File: config.mk
export PLATFORM = sky130hd
export DESIGN_NAME = modular_exponentiation_flat
export DESIGN_NICKNAME = d
export VERILOG_FILES = /design/src/mexp_pkg.sv /design/src/mexp_in_if.sv /design/src/mexp_out_if.sv /design/src/mexp_ucode.sv /design/src/mexp_mulmod.sv /design/src/modular_exponentiation.sv /design/src/flat_wrapper.sv
export SDC_FILE = /design/constraint.sdc
export NUM_CORES = 1
export LEC_CHECK = 0
export ABC_AREA = 1
export BUFFER_PORTS_ARGS = -buffer_cell sky130_fd_sc_hd__buf_4
export CORE_ASPECT_RATIO = 1.25
export CORE_MARGIN = 2
export CORE_UTILIZATION = 35
export DETAILED_ROUTE_END_ITERATION = 12
export HOLD_SLACK_MARGIN = 0.05
export PLACE_DENSITY = 0.47
export SYNTH_ARGS = -nofsm -noshare
export SYNTH_HDL_FRONTEND = slang
export SYNTH_SLANG_ARGS = --single-unit
File: constraint.sdc
create_clock -name clk -period 9.8 [get_ports clk]
set_input_delay 1.96 -clock clk [delete_from_list [all_inputs] [get_ports clk]]
set_output_delay 1.96 -clock clk [all_outputs]
set_load 0.005 [all_outputs]
File: src/mexp_pkg.sv
`timescale 1ns / 1ps
// shared types, constants and the modular add for the modular exponentiation block
package mexp_pkg;

    // operand width and derived counter widths
    localparam int OPW    = 31;
    localparam int CNT_W  = $clog2(OPW);
    localparam int MCNT_W = $clog2(OPW + 1);
    localparam int STEP_W = 4;

    localparam logic [OPW-1:0] MODULUS_RESET = OPW'(1000000007);

    typedef logic [OPW-1:0]    operand_t;
    typedef logic [STEP_W-1:0] step_t;

    // action carried out by one control word
    typedef enum logic [2:0] {
        ACT_NOP    = 3'd0,
        ACT_ACCEPT = 3'd1,
        ACT_MUL    = 3'd2,
        ACT_ONE    = 3'd3,
        ACT_DEC    = 3'd4,
        ACT_ZERO   = 3'd5,
        ACT_EMIT   = 3'd6
    } act_t;

    // multiplier operand routing
    typedef enum logic [1:0] {
        MSEL_RED  = 2'd0,
        MSEL_SQR  = 2'd1,
        MSEL_BASE = 2'd2
    } msel_t;

    // jump condition
    typedef enum logic [2:0] {
        COND_NEXT     = 3'd0,
        COND_JUMP     = 3'd1,
        COND_SMALL_M  = 3'd2,
        COND_EBIT_CLR = 3'd3,
        COND_CNT_ZERO = 3'd4
    } cond_t;

    typedef struct packed {
        act_t  act;
        msel_t msel;
        cond_t cond;
        step_t target;
    } ucode_t;

    // multiplier status towards the sequencer
    typedef struct packed {
        logic busy;
        logic done;
    } mul_stat_t;

    // program step addresses
    localparam step_t STEP_ACCEPT = 4'd0;
    localparam step_t STEP_CHECK  = 4'd1;
    localparam step_t STEP_REDUCE = 4'd2;
    localparam step_t STEP_INIT   = 4'd3;
    localparam step_t STEP_SQUARE = 4'd4;
    localparam step_t STEP_TEST   = 4'd5;
    localparam step_t STEP_MULT   = 4'd6;
    localparam step_t STEP_LAST   = 4'd7;
    localparam step_t STEP_DEC    = 4'd8;
    localparam step_t STEP_ZERO   = 4'd9;
    localparam step_t STEP_EMIT   = 4'd10;

    // (a + b) mod m for a, b below m
    function automatic operand_t add_mod(input operand_t a, input operand_t b,
                                         input operand_t m);
        logic [OPW:0] s;
        logic [OPW:0] t;
        s = {1'b0, a} + {1'b0, b};
        t = s - {1'b0, m};
        return (s >= {1'b0, m}) ? t[OPW-1:0] : s[OPW-1:0];
    endfunction

endpackage

File: src/mexp_in_if.sv
`timescale 1ns / 1ps
// input channel: base and exponent with valid/ready
interface mexp_in_if;
    import mexp_pkg::*;

    logic     valid;
    logic     ready;
    operand_t base;
    operand_t exponent;

    modport source (output valid, output base, output exponent, input ready);
    modport sink   (input valid, input base, input exponent, output ready);
endinterface

File: src/mexp_out_if.sv
`timescale 1ns / 1ps
// output channel: power with valid/ready
interface mexp_out_if;
    import mexp_pkg::*;

    logic     valid;
    logic     ready;
    operand_t power;

    modport source (output valid, output power, input ready);
    modport sink   (input valid, input power, output ready);
endinterface

File: src/mexp_ucode.sv
`timescale 1ns / 1ps
// control store holding the square-and-multiply program
module mexp_ucode (
    input  mexp_pkg::step_t  pc,
    output mexp_pkg::ucode_t uc
);
    import mexp_pkg::*;

    // one control word per step
    always_comb
    begin
        unique case (pc)
            STEP_ACCEPT: uc = '{ACT_ACCEPT, MSEL_SQR,  COND_NEXT,     STEP_ACCEPT};
            STEP_CHECK:  uc = '{ACT_NOP,    MSEL_SQR,  COND_SMALL_M,  STEP_ZERO};
            STEP_REDUCE: uc = '{ACT_MUL,    MSEL_RED,  COND_NEXT,     STEP_ACCEPT};
            STEP_INIT:   uc = '{ACT_ONE,    MSEL_SQR,  COND_NEXT,     STEP_ACCEPT};
            STEP_SQUARE: uc = '{ACT_MUL,    MSEL_SQR,  COND_NEXT,     STEP_ACCEPT};
            STEP_TEST:   uc = '{ACT_NOP,    MSEL_SQR,  COND_EBIT_CLR, STEP_LAST};
            STEP_MULT:   uc = '{ACT_MUL,    MSEL_BASE, COND_NEXT,     STEP_ACCEPT};
            STEP_LAST:   uc = '{ACT_NOP,    MSEL_SQR,  COND_CNT_ZERO, STEP_EMIT};
            STEP_DEC:    uc = '{ACT_DEC,    MSEL_SQR,  COND_JUMP,     STEP_SQUARE};
            STEP_ZERO:   uc = '{ACT_ZERO,   MSEL_SQR,  COND_NEXT,     STEP_ACCEPT};
            STEP_EMIT:   uc = '{ACT_EMIT,   MSEL_SQR,  COND_JUMP,     STEP_ACCEPT};
            default:     uc = '{ACT_NOP,    MSEL_SQR,  COND_JUMP,     STEP_ACCEPT};
        endcase
    end
endmodule

File: src/mexp_mulmod.sv
`timescale 1ns / 1ps
// bit-serial msb-first shift-and-add modular multiplier, one bit of y per cycle
module mexp_mulmod (
    input  logic                clk,
    input  logic                rst_n,
    input  logic                start,
    input  mexp_pkg::operand_t  x,
    input  mexp_pkg::operand_t  y,
    input  mexp_pkg::operand_t  m,
    output mexp_pkg::operand_t  product,
    output mexp_pkg::mul_stat_t stat
);
    import mexp_pkg::*;

    operand_t          acc_reg;
    operand_t          x_reg;
    operand_t          y_reg;
    logic [MCNT_W-1:0] cnt_reg;
    logic              done_reg;
    operand_t          dbl;
    operand_t          acc_next;

    // double, then add x where the current bit of y is set
    always_comb
    begin
        dbl      = add_mod(acc_reg, acc_reg, m);
        acc_next = y_reg[OPW-1] ? add_mod(dbl, x_reg, m) : dbl;
    end

    // bit counter and done pulse
    always_ff @(posedge clk or negedge rst_n)
    begin
        if (!rst_n)
        begin
            cnt_reg  <= '0;
            done_reg <= 1'b0;
        end
        else if (start)
        begin
            cnt_reg  <= MCNT_W'(OPW);
            done_reg <= 1'b0;
        end
        else if (cnt_reg != '0)
        begin
            cnt_reg  <= cnt_reg - MCNT_W'(1);
            done_reg <= (cnt_reg == MCNT_W'(1));
        end
        else
        begin
            done_reg <= 1'b0;
        end
    end

    // operand and accumulator registers
    always_ff @(posedge clk)
    begin
        if (start)
        begin
            acc_reg <= '0;
            x_reg   <= x;
            y_reg   <= y;
        end
        else if (cnt_reg != '0)
        begin
            acc_reg <= acc_next;
            y_reg   <= {y_reg[OPW-2:0], 1'b0};
        end
    end

    assign product   = acc_reg;
    assign stat.busy = (cnt_reg != '0);
    assign stat.done = done_reg;
endmodule

File: src/modular_exponentiation.sv
`timescale 1ns / 1ps
// Modular exponentiation: power = base ** exponent mod modulus, by square-and-multiply.
// An item (base, exponent) is taken on the input channel with a valid/ready transfer;
// one result (power) leaves on the output channel with a valid/ready transfer.
// The user must write the modulus through wr_en / wr_data only while the block is
// idle; the block does not enforce this. Reset loads 1000000007. A modulus of 0 or 1
// gives power 0. A microcoded sequencer steps a short program; every product goes
// through one shared bit-serial modular multiplier, one multiplier bit per cycle.
// The base is reduced first with the same unit. One item is in work at a time;
// input ready is high only while the sequencer waits for an item. The result sits
// in an output register, so the sequencer returns to the input while a result waits;
// a finished result stalls in the emit step until the output register is free.
// Reset clears the sequencer and empties the output register.
module modular_exponentiation (
    input  logic               clk,
    input  logic               rst_n,
    input  logic               wr_en,
    input  mexp_pkg::operand_t wr_data,
    mexp_in_if.sink            item,
    mexp_out_if.source         result
);
    import mexp_pkg::*;

    step_t            pc_reg;
    step_t            pc_next;
    operand_t         mod_reg;
    operand_t         base_reg;
    operand_t         exp_reg;
    operand_t         acc_reg;
    logic [CNT_W-1:0] cnt_reg;
    logic             out_valid_reg;
    operand_t         out_power_reg;

    ucode_t    uc;
    mul_stat_t mul_stat;
    logic      mul_start;
    operand_t  mul_x;
    operand_t  mul_y;
    operand_t  mul_product;
    logic      step_done;
    logic      jump;

    // control store
    mexp_ucode u_ucode (
        .pc (pc_reg),
        .uc (uc)
    );

    // shared modular multiplier
    mexp_mulmod u_mulmod (
        .clk     (clk),
        .rst_n   (rst_n),
        .start   (mul_start),
        .x       (mul_x),
        .y       (mul_y),
        .m       (mod_reg),
        .product (mul_product),
        .stat    (mul_stat)
    );

    // operand routing
    always_comb
    begin
        unique case (uc.msel)
            MSEL_RED:
            begin
                mul_x = OPW'(1);
                mul_y = base_reg;
            end
            MSEL_BASE:
            begin
                mul_x = base_reg;
                mul_y = acc_reg;
            end
            default:
            begin
                mul_x = acc_reg;
                mul_y = acc_reg;
            end
        endcase
    end

    assign mul_start = (uc.act == ACT_MUL) && !mul_stat.busy && !mul_stat.done;

    // step completion
    always_comb
    begin
        unique case (uc.act)
            ACT_ACCEPT: step_done = item.valid;
            ACT_MUL:    step_done = mul_stat.done;
            ACT_EMIT:   step_done = !out_valid_reg || result.ready;
            default:    step_done = 1'b1;
        endcase
    end

    // jump condition
    always_comb
    begin
        unique case (uc.cond)
            COND_JUMP:     jump = 1'b1;
            COND_SMALL_M:  jump = (mod_reg < OPW'(2));
            COND_EBIT_CLR: jump = !exp_reg[cnt_reg];
            COND_CNT_ZERO: jump = (cnt_reg == '0);
            default:       jump = 1'b0;
        endcase
    end

    // step counter
    always_comb
    begin
        if (!step_done)
            pc_next = pc_reg;
        else if (jump)
            pc_next = uc.target;
        else
            pc_next = pc_reg + STEP_W'(1);
    end

    always_ff @(posedge clk or negedge rst_n)
    begin
        if (!rst_n)
            pc_reg <= STEP_ACCEPT;
        else
            pc_reg <= pc_next;
    end

    // modulus register
    always_ff @(posedge clk or negedge rst_n)
    begin
        if (!rst_n)
            mod_reg <= MODULUS_RESET;
        else if (wr_en)
            mod_reg <= wr_data;
    end

    // datapath registers
    always_ff @(posedge clk)
    begin
        unique case (uc.act)
            ACT_ACCEPT:
            begin
                if (item.valid)
                begin
                    base_reg <= item.base;
                    exp_reg  <= item.exponent;
                end
            end
            ACT_MUL:
            begin
                if (mul_stat.done)
                begin
                    if (uc.msel == MSEL_RED)
                        base_reg <= mul_product;
                    else
                        acc_reg <= mul_product;
                end
            end
            ACT_ONE:
            begin
                acc_reg <= OPW'(1);
                cnt_reg <= CNT_W'(OPW - 1);
            end
            ACT_DEC:  cnt_reg <= cnt_reg - CNT_W'(1);
            ACT_ZERO: acc_reg <= '0;
            default:  ;
        endcase
    end

    // output register
    always_ff @(posedge clk or negedge rst_n)
    begin
        if (!rst_n)
            out_valid_reg <= 1'b0;
        else if ((uc.act == ACT_EMIT) && step_done)
            out_valid_reg <= 1'b1;
        else if (result.ready)
            out_valid_reg <= 1'b0;
    end

    always_ff @(posedge clk)
    begin
        if ((uc.act == ACT_EMIT) && step_done)
            out_power_reg <= acc_reg;
    end

    assign item.ready   = (uc.act == ACT_ACCEPT);
    assign result.valid = out_valid_reg;
    assign result.power = out_power_reg;

    // the multiplier is never restarted while a product is in work
    assert property (@(posedge clk) disable iff (!rst_n) mul_start |-> !mul_stat.busy)
        else $error("multiplier started while busy");

    // a product is handed back only after the multiplier has been working
    assert property (@(posedge clk) disable iff (!rst_n) mul_stat.done |-> $past(mul_stat.busy))
        else $error("multiplier done without work");

    // the value emitted is fully reduced when the modulus is at least 2
    assert property (@(posedge clk) disable iff (!rst_n)
        (uc.act == ACT_EMIT) && (mod_reg >= OPW'(2)) |-> (acc_reg < mod_reg))
        else $error("result not reduced modulo the modulus");
endmodule
File: src/flat_wrapper.sv
// flat-port wrapper written by rule: the top's interface ports become plain ports
module modular_exponentiation_flat import mexp_pkg::*;
  (clk, rst_n, wr_en, wr_data, item_valid, item_base, item_exponent, item_ready, result_valid, result_power, result_ready);
  mexp_in_if item_i ();
  mexp_out_if result_i ();
  input  logic clk;
  input  logic rst_n;
  input  logic wr_en;
  input  mexp_pkg::operand_t wr_data;
  input wire logic [$bits(item_i.valid)-1:0] item_valid;
  input wire logic [$bits(item_i.base)-1:0] item_base;
  input wire logic [$bits(item_i.exponent)-1:0] item_exponent;
  output wire logic [$bits(item_i.ready)-1:0] item_ready;
  output wire logic [$bits(result_i.valid)-1:0] result_valid;
  output wire logic [$bits(result_i.power)-1:0] result_power;
  input wire logic [$bits(result_i.ready)-1:0] result_ready;
  assign item_i.valid = item_valid;
  assign item_i.base = item_base;
  assign item_i.exponent = item_exponent;
  assign item_ready = item_i.ready;
  assign result_valid = result_i.valid;
  assign result_power = result_i.power;
  assign result_i.ready = result_ready;
  modular_exponentiation u_core (.clk(clk), .rst_n(rst_n), .wr_en(wr_en), .wr_data(wr_data), .item(item_i), .result(result_i));
endmodule
==> results.md <==
* Layout net count at 2738
* Hold Startpoint: u_core.acc_reg[12]
* WL met1 at 29900 microns
* Row cnt at 93
* Relative slew margins at 21.3%
* Critical Path Fanout Max at 43
* Setup slack, reg-to-reg at 2.57 ns
* Simple-gate share of the synthesized area at 31.9%
* R2R depth at 32
* Tmin final at 7.23 ns
* Die height at 259 microns
* Final setup violating endpoints at 0
* RD Place Congestion at 1.00
* Routed met2 length at 34500 microns
* Fin Clk Skew at 0.0215 ns
* Critical R2R Launch: u_core.mod_reg[11]
* First-pass GRT wire length at 106000 microns
* Commonest register cell after synthesis: edfxtp_1
* PortBufs at 130
* Post-route DRC at 0
* Slew Limit Fails at 0
* Share of the synthesized area in the top cell type at 31.6%
* Share of cells above drive strength 1 at 11.3%
* Synth area leaders: edfxtp_1, nand2_1, ha_1
* CP max stage cell: dfstp_2
* Synth Area in XOR/XNOR at 2.56%
* TritonCTS clock tree: yes
* Post-synth EDFFs at 191
* Slew @ Worst Pin at 1.17 ns
* Gate Count Post-Synth at 2428
* Final setup TNS at 0 ns
* Core Box Area at 51400 sq um
* Total of max-cap violations at 0
* # hold bufs at CTS at 0
* Synthesized flop and latch total at 264
* CTS sink cnt at 264
* Boundary pin count at 131
* Initial antenna violation count at 0
* Post-CTS setup buffers at 0
* HPWL Detailed at 57300 microns
* Met3 Wirelength at 3460 microns
* Resized cells post-CTS at 0
* Peak Freq at 138 MHz
* Die W at 208 microns
* Post-route ant nets at 0
* Type of destination of the critical path: flop
* Syn nets at 2632
* Worst min path class: reg -> reg
* Detailed Route WL at 71200 microns
* Synth warnings at 0
* Clk slew on worst S/H paths at 0.07 ns
* DR vias at 16900
* Total die area at 53700 sq um
* Mapped Avg Cell Area at 7.47 sq um
* CTS H-tree depth at 2
* Starting DRT DRC Count at 1361
* Crit path DAT at 7.67 ns
* Hold Vio Cnt, Final at 0
* Synth Area in Compound Gates at 9.54%
* WL per Instance at 22.1 microns
* Largest net degree at the start of global routing at 66
* Area Overhead vs Synth at 14.3%
* Core Util, Final at 40.3%
* Multiplexer share of the synthesized area at 0%
* Slowest stage delay, CP at 0.57 ns
* First-pass detailed-route iteration total at 6
* Total grt overflow at 0
* Ant. Diodes at 0
* Clk Latency, worst-skew pair at 0.56 ns
* Period utilization at 73.8%
* Outcome: completed
* Critical path startpoint category: flop
* Largest family of logic cells by synthesized area: simple AND/OR/NAND/NOR gates
* DR top layer: met4
* Vias in the first global route at 16700
* Initial Util at 35.3%
* Hold Crit Endpoint: u_core.result.power[12]
* WHS Path Cells at 0
* Worst Path Required at 10.24 ns
* Cell mode on critical path: nand2_1
* RSZ-0062 raised after global routing: no
* Hold WS at 0.482 ns
* RR Endpoint: u_core.u_mulmod.product[9]
* Mapped cell area at 18100 sq um
* Synth unique cells at 51
* Largest area contributor in the netlist: edfxtp_1
* Share of flip-flops with an asynchronous set or reset at 15.9%
* Vias per std cell at 5.22
* Category of the critical setup timing path: reg -> reg
* Clock Path Buffers at 3
* Clk root buf: clkbuf_16
* Seq/Total Area, Yosys at 40.9%
* GRT Total Usage at 26.2%
* TritonCTS buffer count at 34
* Post-synthesis adder-cell area fraction at 7.43%
[cell families after synthesis]
group / after synthesis
XOR/XNOR: 53
adder cells (fa/ha/maj): 106
flip-flops: 264
buffers and inverters: 331
AND/OR/NAND/NOR: 1362
AO/OA/AOI/OAI: 312
[cells in the mapped netlist, types with 3 or more instances]
cell type	n
buf_4	9
o21bai_1	13
or2_2	3
o21ai_0	132
dfstp_2	16
a21o_1	6
buf_2	18
nand2_4	4
nand3_2	6
nor2_1	224
fa_1	3
a31oi_1	33
dfxtp_1	31
nor4_1	8
clkbuf_1	35
dfrtp_1	26
nand4_1	21
ha_1	103
a21oi_1	95
and2_1	6
nand2_1	790
nand3b_1	8
o21ai_1	5
nor2_2	5
xnor2_1	10
inv_2	6
a22o_1	3
o211ai_1	13
nand2_2	41
buf_6	5
o21a_1	5
nor3_1	19
inv_1	250
edfxtp_1	191
a21oi_2	3
clkinv_1	5
xor2_1	43
nand3_1	217
buf_12	3
[metrics by stage]
step / std cells / cell area [sq um] / setup slack [ns]
after floorplan: 2428 / 18100 / 4.80
after global placement: 3163 / 19600 / 2.61
after detailed placement: 3163 / 19600 / 2.65
after CTS: 3225 / 20700 / 2.64
after global routing: 3225 / 20700 / 2.12
final: 3225 / 20700 / 2.57
[layout by cell type (no fill, tap or decap), types with 4 or more instances in the layout]
master / count
inv_2: 6
dfstp_2: 16
nand3_2: 6
nand4_1: 21
o21ai_0: 131
nor3_1: 19
edfxtp_1: 191
nand2_4: 4
inv_1: 250
clkinv_2: 6
dfxtp_1: 31
nor2_2: 6
nor4_1: 8
xnor2_1: 10
clkbuf_1: 7
nor2_1: 222
a31oi_1: 33
o21a_1: 5
clkbuf_16: 34
and2_1: 6
o21ai_1: 5
a21o_1: 6
buf_4: 140
xor2_1: 43
ha_1: 103
nand2_2: 41
a21oi_1: 95
dfrtp_1: 26
o21bai_1: 12
nand3b_1: 8
nand3_1: 217
nand2_1: 790
clkinvlp_4: 5
o211ai_1: 13
clkinv_1: 8
[worst max path at each step]
stage,cells after the start,slack (ns),endpoint,from
detailed placement,32,2.65,u_core.u_mulmod.product[9],u_core.mod_reg[21]
global route,35,2.12,u_core.u_mulmod.product[20],u_core.mod_reg[29]
finish,32,2.57,u_core.u_mulmod.product[9],u_core.mod_reg[11]
floorplan,40,4.80,u_core.u_mulmod.product[22],u_core.mod_reg[0]
CTS,32,2.64,u_core.u_mulmod.product[9],u_core.mod_reg[21]
global placement,33,2.61,u_core.u_mulmod.product[28],u_core.mod_reg[21]
[per-layer routing]
metal	up-vias	GRT usage (%)
li1	8222	-
met1	7960	32.7
met2	538	45.6
met3	130	3.32
met4	0	11.6
met5	-	0
[worst max-delay path, delay by kind of cell (launching register included)]
kind	cells	cell delay, ns
buf+inv	4	0.95
fa+ha+maj	3	1.10
flops	1	0.57
simple gates	18	2.67
compound gates	7	1.73
[area by class of cell]
type	count	area, sq um
Fill cell	5457	30700
Sequential cell	264	7430
Timing Repair Buffer	140	1050
Clock inverter	21	215
Multi-Input combinational cell	1833	9360
Clock buffer	41	877
Inverter	261	980
Tap cell	665	832
Power is left out: the tool's default activity adds up to more than one toggle a clock period on the data nets, which glitch-free logic cannot reach.
